--- src/sv/sap_pkg.sv ---
// shared types and constants for the shelf atlas placer
// used by sap_csr, sap_ctrl and shelf_atlas_placer; no dependencies
package sap_pkg;

   localparam int MAX_SHELVES = 64;
   localparam int FIELD_W     = 15;
   localparam int ADDR_W      = (MAX_SHELVES > 1) ? $clog2(MAX_SHELVES) : 1;
   localparam int COUNT_W     = $clog2(MAX_SHELVES + 1);
   localparam int CSR_INDEX_W = 2;

   localparam logic [FIELD_W-1:0] ATLAS_WIDTH_RESET  = FIELD_W'(1024);
   localparam logic [FIELD_W-1:0] ATLAS_HEIGHT_RESET = FIELD_W'(1024);

   localparam logic [CSR_INDEX_W-1:0] CSR_ATLAS_WIDTH  = CSR_INDEX_W'(0);
   localparam logic [CSR_INDEX_W-1:0] CSR_ATLAS_HEIGHT = CSR_INDEX_W'(1);

   typedef struct packed {
      logic [FIELD_W-1:0] fill_x;
      logic [FIELD_W-1:0] top_y;
      logic [FIELD_W-1:0] height;
   } shelf_type;

   localparam int SHELF_W = $bits(shelf_type);

   typedef struct packed {
      logic [FIELD_W-1:0] width;
      logic [FIELD_W-1:0] height;
   } atlas_type;

endpackage

--- src/sv/sap_ram.sv ---
// generic simple dual port ram, one write port and one registered read port
// no dependencies
module sap_ram #(
   parameter int WIDTH = 8,
   parameter int DEPTH = 16
) (
   input  logic                                      clock,
   input  logic                                      wr_en,
   input  logic [((DEPTH > 1) ? $clog2(DEPTH) : 1)-1:0] wr_addr,
   input  logic [WIDTH-1:0]                          wr_data,
   input  logic [((DEPTH > 1) ? $clog2(DEPTH) : 1)-1:0] rd_addr,
   output logic [WIDTH-1:0]                          rd_data
);

   logic [WIDTH-1:0] mem_ff [DEPTH];
   logic [WIDTH-1:0] rd_data_ff;

   always_ff @(posedge clock) begin
      if (wr_en) begin
         mem_ff[wr_addr] <= wr_data;
      end
      rd_data_ff <= mem_ff[rd_addr];
   end

   assign rd_data = rd_data_ff;

endmodule

--- src/sv/sap_csr.sv ---
// atlas size registers behind the configuration write channel
// depends on sap_pkg
module sap_csr (
   input  logic                             clock,
   input  logic                             reset,
   input  logic                             csr_valid,
   output logic                             csr_ready,
   input  logic [sap_pkg::CSR_INDEX_W-1:0]  csr_index,
   input  logic [sap_pkg::FIELD_W-1:0]      csr_wdata,
   output sap_pkg::atlas_type               atlas
);
   import sap_pkg::*;

   atlas_type atlas_ff;
   atlas_type atlas_in;

   always_comb begin
      atlas_in = atlas_ff;
      if (csr_valid) begin
         unique case (csr_index)
            CSR_ATLAS_WIDTH:  atlas_in.width  = csr_wdata;
            CSR_ATLAS_HEIGHT: atlas_in.height = csr_wdata;
            default: ;
         endcase
      end
   end

   always_ff @(posedge clock) begin
      if (reset) begin
         atlas_ff.width  <= ATLAS_WIDTH_RESET;
         atlas_ff.height <= ATLAS_HEIGHT_RESET;
      end else begin
         atlas_ff <= atlas_in;
      end
   end

   assign csr_ready = 1'b1;
   assign atlas     = atlas_ff;

endmodule

--- src/sv/sap_ctrl.sv ---
// request sequencer: scans the shelf ram, picks the best-height shelf or opens a new one, writes back
// depends on sap_pkg; drives the ports of one sap_ram instance
module sap_ctrl (
   input  logic                         clock,
   input  logic                         reset,
   input  sap_pkg::atlas_type           atlas,
   input  logic                         start,
   output logic                         busy,
   input  logic [sap_pkg::FIELD_W-1:0]  req_rect_width,
   input  logic [sap_pkg::FIELD_W-1:0]  req_rect_height,
   output logic                         rsp_strobe,
   output logic                         rsp_placed,
   output logic [sap_pkg::FIELD_W-1:0]  rsp_pos_x,
   output logic [sap_pkg::FIELD_W-1:0]  rsp_pos_y,
   output logic                         ram_wr_en,
   output logic [sap_pkg::ADDR_W-1:0]   ram_wr_addr,
   output sap_pkg::shelf_type           ram_wr_data,
   output logic [sap_pkg::ADDR_W-1:0]   ram_rd_addr,
   input  sap_pkg::shelf_type           ram_rd_data
);
   import sap_pkg::*;

   typedef enum logic [1:0] {
      S_IDLE,
      S_SCAN,
      S_DECIDE
   } state_type;

   state_type            state_ff, state_in;
   logic [FIELD_W-1:0]   w_ff, w_in;
   logic [FIELD_W-1:0]   h_ff, h_in;
   logic [COUNT_W-1:0]   count_ff, count_in;
   logic [ADDR_W-1:0]    eval_idx_ff, eval_idx_in;
   logic                 found_ff, found_in;
   logic [ADDR_W-1:0]    best_idx_ff, best_idx_in;
   shelf_type            best_ff, best_in;
   shelf_type            last_ff, last_in;
   logic                 rsp_strobe_ff, rsp_strobe_in;
   logic                 rsp_placed_ff, rsp_placed_in;
   logic [FIELD_W-1:0]   rsp_pos_x_ff, rsp_pos_x_in;
   logic [FIELD_W-1:0]   rsp_pos_y_ff, rsp_pos_y_in;

   logic                 oversize;
   logic                 fits;
   logic [FIELD_W:0]     new_top;
   logic [FIELD_W+1:0]   new_bottom;

   assign oversize = (req_rect_width > atlas.width) || (req_rect_height > atlas.height);

   // candidate test on the shelf arriving from the ram this cycle
   assign fits = ({1'b0, ram_rd_data.fill_x} + {1'b0, w_ff} <= {1'b0, atlas.width})
              && ({1'b0, ram_rd_data.top_y} + {1'b0, h_ff} <= {1'b0, atlas.height})
              && (ram_rd_data.height >= h_ff)
              && (!found_ff || (ram_rd_data.height < best_ff.height));

   assign new_top    = {1'b0, last_ff.top_y} + {1'b0, last_ff.height};
   assign new_bottom = {1'b0, new_top} + {2'b00, h_ff};

   always_comb begin
      state_in      = state_ff;
      w_in          = w_ff;
      h_in          = h_ff;
      count_in      = count_ff;
      eval_idx_in   = eval_idx_ff;
      found_in      = found_ff;
      best_idx_in   = best_idx_ff;
      best_in       = best_ff;
      last_in       = last_ff;
      rsp_strobe_in = 1'b0;
      rsp_placed_in = rsp_placed_ff;
      rsp_pos_x_in  = rsp_pos_x_ff;
      rsp_pos_y_in  = rsp_pos_y_ff;
      ram_wr_en     = 1'b0;
      ram_wr_addr   = '0;
      ram_wr_data   = '0;
      ram_rd_addr   = eval_idx_ff;

      unique case (state_ff)
         S_IDLE: begin
            if (start) begin
               w_in = req_rect_width;
               h_in = req_rect_height;
               priority if (oversize) begin
                  rsp_strobe_in = 1'b1;
                  rsp_placed_in = 1'b0;
                  rsp_pos_x_in  = '0;
                  rsp_pos_y_in  = '0;
               end else if (count_ff == '0) begin
                  // first shelf opens at the origin
                  ram_wr_en          = 1'b1;
                  ram_wr_addr        = '0;
                  ram_wr_data.fill_x = req_rect_width;
                  ram_wr_data.top_y  = '0;
                  ram_wr_data.height = req_rect_height;
                  count_in           = COUNT_W'(1);
                  rsp_strobe_in      = 1'b1;
                  rsp_placed_in      = 1'b1;
                  rsp_pos_x_in       = '0;
                  rsp_pos_y_in       = '0;
               end else begin
                  ram_rd_addr = '0;
                  eval_idx_in = '0;
                  found_in    = 1'b0;
                  state_in    = S_SCAN;
               end
            end
         end
         S_SCAN: begin
            if (fits) begin
               found_in    = 1'b1;
               best_idx_in = eval_idx_ff;
               best_in     = ram_rd_data;
            end
            last_in = ram_rd_data;
            if (COUNT_W'(eval_idx_ff) + COUNT_W'(1) == count_ff) begin
               state_in = S_DECIDE;
            end else begin
               ram_rd_addr = eval_idx_ff + ADDR_W'(1);
               eval_idx_in = eval_idx_ff + ADDR_W'(1);
            end
         end
         S_DECIDE: begin
            rsp_strobe_in = 1'b1;
            rsp_placed_in = 1'b0;
            rsp_pos_x_in  = '0;
            rsp_pos_y_in  = '0;
            priority if (found_ff) begin
               ram_wr_en          = 1'b1;
               ram_wr_addr        = best_idx_ff;
               ram_wr_data.fill_x = best_ff.fill_x + w_ff;
               ram_wr_data.top_y  = best_ff.top_y;
               ram_wr_data.height = best_ff.height;
               rsp_placed_in      = 1'b1;
               rsp_pos_x_in       = best_ff.fill_x;
               rsp_pos_y_in       = best_ff.top_y;
            end else if (count_ff < COUNT_W'(MAX_SHELVES)) begin
               // open a new shelf right above the last one
               if (new_bottom <= {2'b00, atlas.height}) begin
                  ram_wr_en          = 1'b1;
                  ram_wr_addr        = count_ff[ADDR_W-1:0];
                  ram_wr_data.fill_x = w_ff;
                  ram_wr_data.top_y  = new_top[FIELD_W-1:0];
                  ram_wr_data.height = h_ff;
                  count_in           = count_ff + COUNT_W'(1);
                  rsp_placed_in      = 1'b1;
                  rsp_pos_y_in       = new_top[FIELD_W-1:0];
               end
            end else begin
               // table full: rejected
            end
            state_in = S_IDLE;
         end
         default: state_in = S_IDLE;
      endcase
   end

   always_ff @(posedge clock) begin
      if (reset) begin
         state_ff      <= S_IDLE;
         count_ff      <= '0;
         rsp_strobe_ff <= 1'b0;
      end else begin
         state_ff      <= state_in;
         count_ff      <= count_in;
         rsp_strobe_ff <= rsp_strobe_in;
      end
      w_ff         <= w_in;
      h_ff         <= h_in;
      eval_idx_ff  <= eval_idx_in;
      found_ff     <= found_in;
      best_idx_ff  <= best_idx_in;
      best_ff      <= best_in;
      last_ff      <= last_in;
      rsp_placed_ff <= rsp_placed_in;
      rsp_pos_x_ff <= rsp_pos_x_in;
      rsp_pos_y_ff <= rsp_pos_y_in;
   end

   assign busy       = (state_ff != S_IDLE);
   assign rsp_strobe = rsp_strobe_ff;
   assign rsp_placed = rsp_placed_ff;
   assign rsp_pos_x  = rsp_pos_x_ff;
   assign rsp_pos_y  = rsp_pos_y_ff;

endmodule

--- src/sv/shelf_atlas_placer.sv ---
// top level of the shelf atlas placer: csr block, sequencer and shelf ram
// depends on sap_pkg, sap_ram, sap_csr, sap_ctrl
//
// usage
//   a request beat (req_rect_width, req_rect_height) is taken on a clock edge with
//   start high and busy low. exactly one result beat follows on rsp_strobe for one
//   cycle: rsp_placed plus the top-left corner rsp_pos_x / rsp_pos_y (zero when
//   not placed). the receiver cannot stall; results must be taken as they come.
//   an oversize request, or any request while no shelf is open, gives its result
//   in the cycle after the accept. otherwise the sequencer reads every open shelf
//   from the shelf ram, one per cycle, then decides and writes back once, and the
//   result is registered in the decide step. busy drops in the result cycle, so
//   the next request can be taken then; requests are handled one at a time.
//   atlas_width (index 0) and atlas_height (index 1) are to be written on the csr
//   channel only while idle; the block itself does not enforce this. other indexes
//   are ignored. csr_ready is always high.
//   reset (synchronous) empties the shelf table and sets both sizes to 1024; the
//   ram itself is not cleared since only entries below the shelf count are read.
module shelf_atlas_placer (
   input  logic                             clock,
   input  logic                             reset,
   input  logic                             start,
   output logic                             busy,
   input  logic [sap_pkg::FIELD_W-1:0]      req_rect_width,
   input  logic [sap_pkg::FIELD_W-1:0]      req_rect_height,
   output logic                             rsp_strobe,
   output logic                             rsp_placed,
   output logic [sap_pkg::FIELD_W-1:0]      rsp_pos_x,
   output logic [sap_pkg::FIELD_W-1:0]      rsp_pos_y,
   input  logic                             csr_valid,
   output logic                             csr_ready,
   input  logic [sap_pkg::CSR_INDEX_W-1:0]  csr_index,
   input  logic [sap_pkg::FIELD_W-1:0]      csr_wdata
);
   import sap_pkg::*;

   atlas_type           atlas;
   logic                ram_wr_en;
   logic [ADDR_W-1:0]   ram_wr_addr;
   shelf_type           ram_wr_data;
   logic [ADDR_W-1:0]   ram_rd_addr;
   shelf_type           ram_rd_data;
   logic [SHELF_W-1:0]  ram_rd_bits;

   sap_csr u_csr (
      .clock     (clock),
      .reset     (reset),
      .csr_valid (csr_valid),
      .csr_ready (csr_ready),
      .csr_index (csr_index),
      .csr_wdata (csr_wdata),
      .atlas     (atlas)
   );

   sap_ctrl u_ctrl (
      .clock           (clock),
      .reset           (reset),
      .atlas           (atlas),
      .start           (start),
      .busy            (busy),
      .req_rect_width  (req_rect_width),
      .req_rect_height (req_rect_height),
      .rsp_strobe      (rsp_strobe),
      .rsp_placed      (rsp_placed),
      .rsp_pos_x       (rsp_pos_x),
      .rsp_pos_y       (rsp_pos_y),
      .ram_wr_en       (ram_wr_en),
      .ram_wr_addr     (ram_wr_addr),
      .ram_wr_data     (ram_wr_data),
      .ram_rd_addr     (ram_rd_addr),
      .ram_rd_data     (ram_rd_data)
   );

   sap_ram #(
      .WIDTH (SHELF_W),
      .DEPTH (MAX_SHELVES)
   ) u_shelf_ram (
      .clock   (clock),
      .wr_en   (ram_wr_en),
      .wr_addr (ram_wr_addr),
      .wr_data (ram_wr_data),
      .rd_addr (ram_rd_addr),
      .rd_data (ram_rd_bits)
   );

   assign ram_rd_data = shelf_type'(ram_rd_bits);

endmodule

--- config.mk ---
export PLATFORM = sky130hd
export DESIGN_NAME = shelf_atlas_placer
export DESIGN_NICKNAME = d
export VERILOG_FILES = /design/src/sv/sap_pkg.sv /design/src/sv/sap_ram.sv /design/src/sv/sap_csr.sv /design/src/sv/sap_ctrl.sv /design/src/sv/shelf_atlas_placer.sv
export SDC_FILE = /design/constraint.sdc
export NUM_CORES = 2
export LEC_CHECK = 0
export ABC_AREA = 1
export BUFFER_PORTS_ARGS = -buffer_cell sky130_fd_sc_hd__buf_4
export CAP_MARGIN = 20
export CELL_PAD_IN_SITES_DETAIL_PLACEMENT = 1
export CELL_PAD_IN_SITES_GLOBAL_PLACEMENT = 1
export CORE_MARGIN = 3
export CORE_UTILIZATION = 40
export DETAILED_ROUTE_END_ITERATION = 16
export PLACE_DENSITY_LB_ADDON = 0.1
export SLEW_MARGIN = 20
export SYNTH_ARGS = -nofsm -noshare
export SYNTH_HDL_FRONTEND = slang
export SYNTH_HIERARCHICAL = 1
export SYNTH_SLANG_ARGS = --single-unit
--- constraint.sdc ---
create_clock -name clock -period 12.8 [get_ports clock]
set_clock_uncertainty 0.1 [all_clocks]
set_input_delay 0 -clock clock [delete_from_list [all_inputs] [get_ports clock]]
set_output_delay 0 -clock clock [all_outputs]
set_load 0.05 [all_outputs]
# After elaboration in Yosys (flattened, before gate mapping)
# Memory sizes are Yosys's and may differ from the RTL's. A register that Yosys moved wholly into a read port is not among the register bits.
# Cells that the tools add are included.
word_totals:
  output_inout_bits: 34
  elab_cells: 127
  inputBits: 51
  ramBits: 2880
  memories: 1
  regBits: 189
classes:
  mux: 58
  magnitude_cmp: 8
  n_reduce_logical: 20
  n_eq_ne: 14
  n_addsub: 8
memory_table:
  columns: ["name", "words", "word_bits", "rd", "rd_ports_with_merged_regs", "write_ports", "line", "text"]
  rows:
  - ["u_shelf_ram.mem_ff", 64, 45, 1, 1, 1, "sap_ram.sv:15", "logic [WIDTH-1:0] mem_ff [DEPTH];"]
ops:
  columns: ["op", "count"]
  rows:
  - ["45-bit 2-to-1 mux", 6]
  - ["15-bit 2-to-1 mux", 7]
  - ["45-bit one-hot mux with 2 select lines", 1]
  - ["15-bit one-hot mux with 2 select lines", 2]
  - ["15-bit by 15-bit adder with 16-bit output", 3]
  - ["6-bit 2-to-1 mux", 8]
  - ["7-bit 2-to-1 mux", 6]
  - ["16-bit by 15-bit less-or-equal comparator with 1-bit output", 2]
  - ["15-bit greater-than comparator", 2]
  - ["16-bit by 15-bit adder with 17-bit output", 1]
  - ["17-bit by 15-bit less-or-equal comparator with 1-bit output", 1]
  - ["1-bit 2-to-1 mux", 17]
  - ["15-bit adder", 1]
  - ["15-bit >= comparator", 1]
  - ["15-bit < comparator", 1]
  - ["7-bit one-hot mux with 2 select lines", 1]
  - ["6-bit one-hot mux with 2 select lines", 1]
  - ["2-bit by 1-bit inequality test with 1-bit output (second input constant)", 5]
  - ["2-bit 2-to-1 mux", 4]
  - ["2-bit inequality test (second input constant)", 4]
  - ["1-bit one-hot mux with 2 select lines", 4]
  - ["2-bit AND reduction", 4]
  - ["6-bit by 1-bit adder with 7-bit output (second input constant)", 1]
  - ["7-bit by 1-bit adder with 7-bit output (second input constant)", 1]
  - ["17 further kinds", 24]

# Longest topological paths before layout
depth:
  word_depth: 9
  depth_mapped: 34
  depth_no_buf: 33

# By module
# The synthesis kept the hierarchy.
by_module_without_submodules:
  columns: ["module", "area_per_inst_um2", "instances", "seq_area_each_um2", "cells_per_inst"]
  rows:
  - ["sap_ram", 116244.0, 1, 87383.8, 9492]
  - ["sap_ctrl", 12460.7, 1, 4614.4, 1490]
  - ["sap_csr", 1286.2, 1, 600.6, 195]

# Worst setup path after synthesis
# No wires, ideal clock.
synth_timing:
  path_type: "reg2reg"
  startpoint: "reg u_ctrl/last_ff[0] (netlist bit)"
  endpoint: "mem u_shelf_ram/mem_ff[15][0] (netlist bit), enable pin"
  setup_time_ns: 0.448
  path_buffers: 1
  required_time_ns: 12.252
  setup_slack_ns: 5.472
  t_arrival_ns: 6.780
  period_less_slack_ns: 7.328
  stages_incl_launch_ff: 35
  path_cell_list: "edfxtp_1 > ha_1 > inv_1 > fa_1 > o21ai_0 > a21oi_1 > o21bai_1 > xor2_1 > inv_1 > ha_1 > nand2_1 > inv_1 > nand3_1 > o21ai_2 > inv_1 > o21ai_0 > a21oi_1 > xnor2_1 > ha_1 > inv_1 > nor3_1 > nor3_1 > nand2_1 > nand2_1 > nand2_1 > nand2_1 > nand3_4 > nor2_8 > nand2_4 > buf_6 > o21ai_2 > inv_1 > nor3_1 > nand2_1 > nor2_1"
synth_between:
  elab_cells_between_ends: 13
  classes_between: "add/sub: 2; order compare: 1; mux: 10"
synth_rtl:
  columns: ["item", "line", "text"]
  rows:
  - ["start, declared", "sap_ctrl.sv:37", "shelf_type last_ff, last_in;"]
  - ["start signal, assigned", "sap_ctrl.sv:173", "last_ff <= last_in;"]
  - ["15-bit by 15-bit adder with 16-bit output", "sap_ctrl.sv:56", "assign new_top = {1'b0, last_ff.top_y} + {1'b0, last_ff.height};"]
  - ["16-bit by 15-bit adder with 17-bit output", "sap_ctrl.sv:57", "assign new_bottom = {1'b0, new_top} + {2'b00, h_ff};"]
  - ["17-bit by 15-bit less-or-equal comparator with 1-bit output", "sap_ctrl.sv:138", "if (new_bottom <= {2'b00, atlas.height}) begin"]
  - ["6-bit 2-to-1 mux", "sap_ctrl.sv:138", null]
  - ["6-bit 2-to-1 mux", "sap_ctrl.sv:136", "end else if (count_ff < COUNT_W'(MAX_SHELVES)) begin"]
  - ["6-bit 2-to-1 mux", "sap_ctrl.sv:127", "priority if (found_ff) begin"]
  - ["6-bit 2-to-1 mux", null, null]
  - ["net ram_wr_addr[2]", "shelf_atlas_placer.sv:39", "logic [ADDR_W-1:0] ram_wr_addr;"]
  - ["end, declared", "sap_ram.sv:15", null]
# The timed path passes the listed nets, and every way through them passes these cells.

# Worst setup path in the final report
layout_timing:
  startpoint: "reg u_ctrl/last_ff[0] (netlist bit)"
  endpoint: "mem u_shelf_ram/mem_ff[44][3] (netlist bit), enable pin"
# Same word-level chain as after synthesis.

==> metrics.md <==
| Metric | Value |
|---|---|
| CTS hold repair buffers | `108` |
| Initial antenna violation count | `24` |
| Cell Rows | `208` |
| Worst skew pair latency | `0.94 ns` |
| Static Leak | `0.05447 uW` |
| Number of global-route vias before repair | `89550` |
| Antenna violation net count after detailed routing | `0` |
| Main combinational cell family by area after synthesis | `simple AND/OR/NAND/NOR gates` |
| Area leader, netlist | `edfxtp_1` |
| Synth Area in Compound Gates | `0.01127` |
| Core Footprint | `0.3222 mm^2` |
| Final hold violation count | `0` |
| Total Wirelength | `428.1 mm` |
| GPL Wtd Cong | `0.8625` |
| Worst EP required | `13.24 ns` |
| Reg clk slew, reported paths | `0.06 ns` |
| Delay-heaviest family, CP | `simple AND/OR/NAND/NOR gates` |
| Buf/Inv on CP | `7` |
| Largest net degree at the start of global routing | `169` |
| GRT overflow | `0` |
| Overall global routing resource usage | `0.2521` |
| Synth area leaders | `edfxtp_1 (70%), nand3_1 (11%), nand2_1 (10%), ha_1 (1.8%), buf_2 (1.4%)` |
| Crit path max fanout | `26` |
| Cells after Synth | `11180` |
| CP max stage cell | `nor2_4` |
| DRC viols | `0` |
| Status | `completed` |
| Crit path DAT | `9.61 ns` |
| Max Cap Viol | `0` |
| Count of non-filler cells in the finished layout | `15820` |
| CP startpoint kind | `register` |
| Synth cell types | `49` |
| DP Cell Count | `15090` |
| Pwr dens | `213.1 mW/mm^2` |
| Layout Area Growth over Synthesis | `13.26%` |
| Post-synth net total | `11420` |
| Slew Limit Fails | `0` |
| Min-delay worst type | `input pin to register` |
| Mapped Area | `0.1300 mm^2` |
| Synth Area in Simple Gates | `0.2201` |
| Avg Vias per Cell | `5.588` |
| Final core occ | `0.4570` |
| I/O Buffers | `83` |
| Post-Synth Adder-Cell Area | `0.01838` |
| Worst VDD drop | `253.0 uV` |
| Via count | `88390` |
| Finish-stage setup viols | `0` |
| Chip Height | `576.1 um` |
| IO Count | `85` |
| CTS Buf Count | `348` |
| Nets | `11480` |
| Top cell type's share of synthesized area | `0.6983` |
| Setup TNS | `0 ns` |
| Period utilization | `0.7162` |
| Die width | `576.1 um` |
| Top_reg_cell synth | `edfxtp_1` |
| Initial Util | `0.4035` |
| CTS tree | `yes` |
| Crit. End Element | `register` |
| Clk buf depth | `4` |
| Crit path kind | `register to register` |
| Top achievable clock speed | `0.1091 GHz` |
| Min Hold Slack | `0.1296 ns` |
| Slew headroom | `0.2481` |
| WL/cell | `27.06 um` |
| H-tree level count | `5` |
| Async S/R FF share, synth | `0` |
| HPWL after DPL | `244.4 mm` |
| Slowest cell delay on critical path | `0.94 ns` |
| Worst path most repeated cell | `inv_1` |
| Die Area | `0.3319 mm^2` |
| Drt first pass iters | `6` |
| Tmin final | `9.167 ns` |
| Register area share after synthesis | `0.7123` |
| Initial drt markers | `8374` |
| Setup repair after global routing missed its margin | `no` |
| Flops & latches, synth | `3114` |
| Post-DP Area | `0.1351 mm^2` |
| Setup bufs post-CTS | `0` |
| Syn Area/Cell | `11.63 um^2` |
| XOR/XNOR Fraction of Synth Area | `0.004380` |
| Measured slew at the worst slew-check pin | `1.128 ns` |
| Final instance area | `0.1472 mm^2` |
| Root Driver | `clkbuf_16` |
| Clock Sinks | `3114` |
| Post-synthesis mux area share | `0` |
| Syn. warnings | `6` |
| CTS resizes | `0` |
| First-pass GRT wire length | `624.8 mm` |
| Layout cell share with drive strength beyond 1 | `0.07787` |
| Post-synth EDFFs | `3023` |
==> worst paths after layout <==
check	startpoint	end	slack [ns]	cells past startpoint
max reg2reg	u_ctrl/last_ff[0]$_DFFE_PP_	u_shelf_ram/mem_ff[44][3]$_DFFE_PP_	3.63	31
min	req_rect_height[8]	u_shelf_ram/mem_ff[15][8]$_DFFE_PP_	0.13	4
min reg2reg	u_shelf_ram/rd_data[43]$_DFF_P_	u_ctrl/best_ff[43]$_DFFE_PP_	0.35	0
max	u_ctrl/last_ff[0]$_DFFE_PP_	u_shelf_ram/mem_ff[44][3]$_DFFE_PP_	3.63	31
==> worst reg2reg max path, delay by kind of cell (launching register included) <==
kind	cells	cell delay, ns
xor gates and xnor gates	2	0.51
buffers and inverters	7	1.06
AOI/OAI and AO/OA	7	2.09
and+or+nand+nor	11	3.45
adders and majority gates	4	1.19
DFF	1	0.35
==> layout by cell type (no fill, tap or decap), drive strengths merged, types with 2 or more instances in the layout <==
master | netlist | routed
xnor2 | 13 | 13
o21bai | 5 | 5
nand4 | 21 | 21
o21a | 7 | 7
a21oi | 138 | 138
nor3 | 27 | 27
nand3b | 2 | 2
diode | 0 | 7
a22oi | 15 | 15
nand3 | 2804 | 2804
a31oi | 6 | 6
clkbuf | 129 | 438
a21boi | 3 | 3
inv | 258 | 266
nor4 | 4 | 4
xor2 | 52 | 52
nor3b | 3 | 3
clkinvlp | 0 | 6
or2 | 8 | 8
o21ai | 62 | 62
edfxtp | 3023 | 3023
fa | 5 | 5
bufinv | 0 | 32
nand2 | 3558 | 3558
buf | 532 | 266
nor2 | 205 | 205
dfxtp | 91 | 91
o31ai | 2 | 2
ha | 183 | 183
a211oi | 4 | 4
o211ai | 5 | 5
clkinv | 0 | 133
a21o | 7 | 7
dlygate4sd3 | 0 | 108
==> layer usage <==
metal / routed length [um] / track usage
met3: 25620 / 0.03145
met5: 27 / 0
met2: 199100 / 0.4025
met1: 194200 / 0.3682
met4: 9107 / 0.05785
==> report_power, final <==
part / internal, uW / leakage (uW) / switching [uW] / total (uW)
logic: 2470 / 0.0185 / 7540 / 10000
clock network: 5770 / 0.00540 / 4100 / 9870
registers: 11300 / 0.0306 / 211 / 11500
==> kinds of logic (layout without fill, tap and decap cells) <==
logic type,after synthesis,count (layout)
xor+xnor,65,65
compound gates,256,256
flops,3114,3114
simple gates,6634,6634
buf+inv,919,1249
other cells,1,8
fa+ha+maj,188,188
==> area by class of cell <==
class	count	area [um^2]
fillers	33830	175000
flip-flops and latches	3114	92600
multi-input cells	7144	33950
clock buffers	438	9310
well taps	4305	5386
repair buffers	374	3232
clock inverters	179	1723
inverters	258	1012
diodes	7	17.52
==> cells in the mapped netlist (2+ instances only) <==
cell / n
buf_4: 53
o21ai_0: 47
a22oi_1: 15
nand2_2: 3
nor3b_1: 3
nor2_4: 2
fa_1: 5
nand3b_1: 2
a21boi_1: 2
nand3_1: 2803
o21ai_1: 2
buf_1: 77
inv_1: 248
o21a_1: 7
nor2_1: 201
dfxtp_1: 91
ha_1: 183
clkbuf_1: 127
o211ai_1: 5
o31ai_1: 2
o21bai_1: 5
a21o_1: 7
inv_2: 9
a21oi_1: 138
xor2_1: 52
nand2_1: 3554
buf_6: 31
clkbuf_2: 2
nor3_1: 27
o21ai_2: 13
or2_2: 8
nor4_1: 4
edfxtp_1: 3023
buf_2: 371
xnor2_1: 13
a211oi_1: 4
a31oi_1: 6
nand4_1: 21
==> registers in the layout, summed over array words and instances, names as in the netlist <==
register,count
u_ctrl/eval_idx_ff,6
u_ctrl/best_ff,45
u_ctrl/state_ff,2
u_ctrl/rsp_pos_y,15
u_ctrl/count_ff,7
u_ctrl/rsp_pos_x,15
u_shelf_ram/mem_ff,2880
u_ctrl/last_ff,30
u_ctrl/h_ff,15
u_ctrl/w_ff,15
u_ctrl/best_idx_ff,6
u_ctrl/found_ff,1
u_ctrl/rsp_placed,1
u_csr/atlas,30
u_shelf_ram/rd_data,45
u_ctrl/rsp_strobe,1
==> metrics by stage <==
| step | setup slack [ns] | total power (uW) |
|---|---|---|
| floorplan | 5.472 | 17900 |
| global placement | 3.500 | 21560 |
| detailed placement | 3.576 | 21680 |
| CTS | 3.545 | 31600 |
| global route | 2.933 | 32920 |
| finish | 3.633 | 31370 |
(Power assumes the default switching activity.)
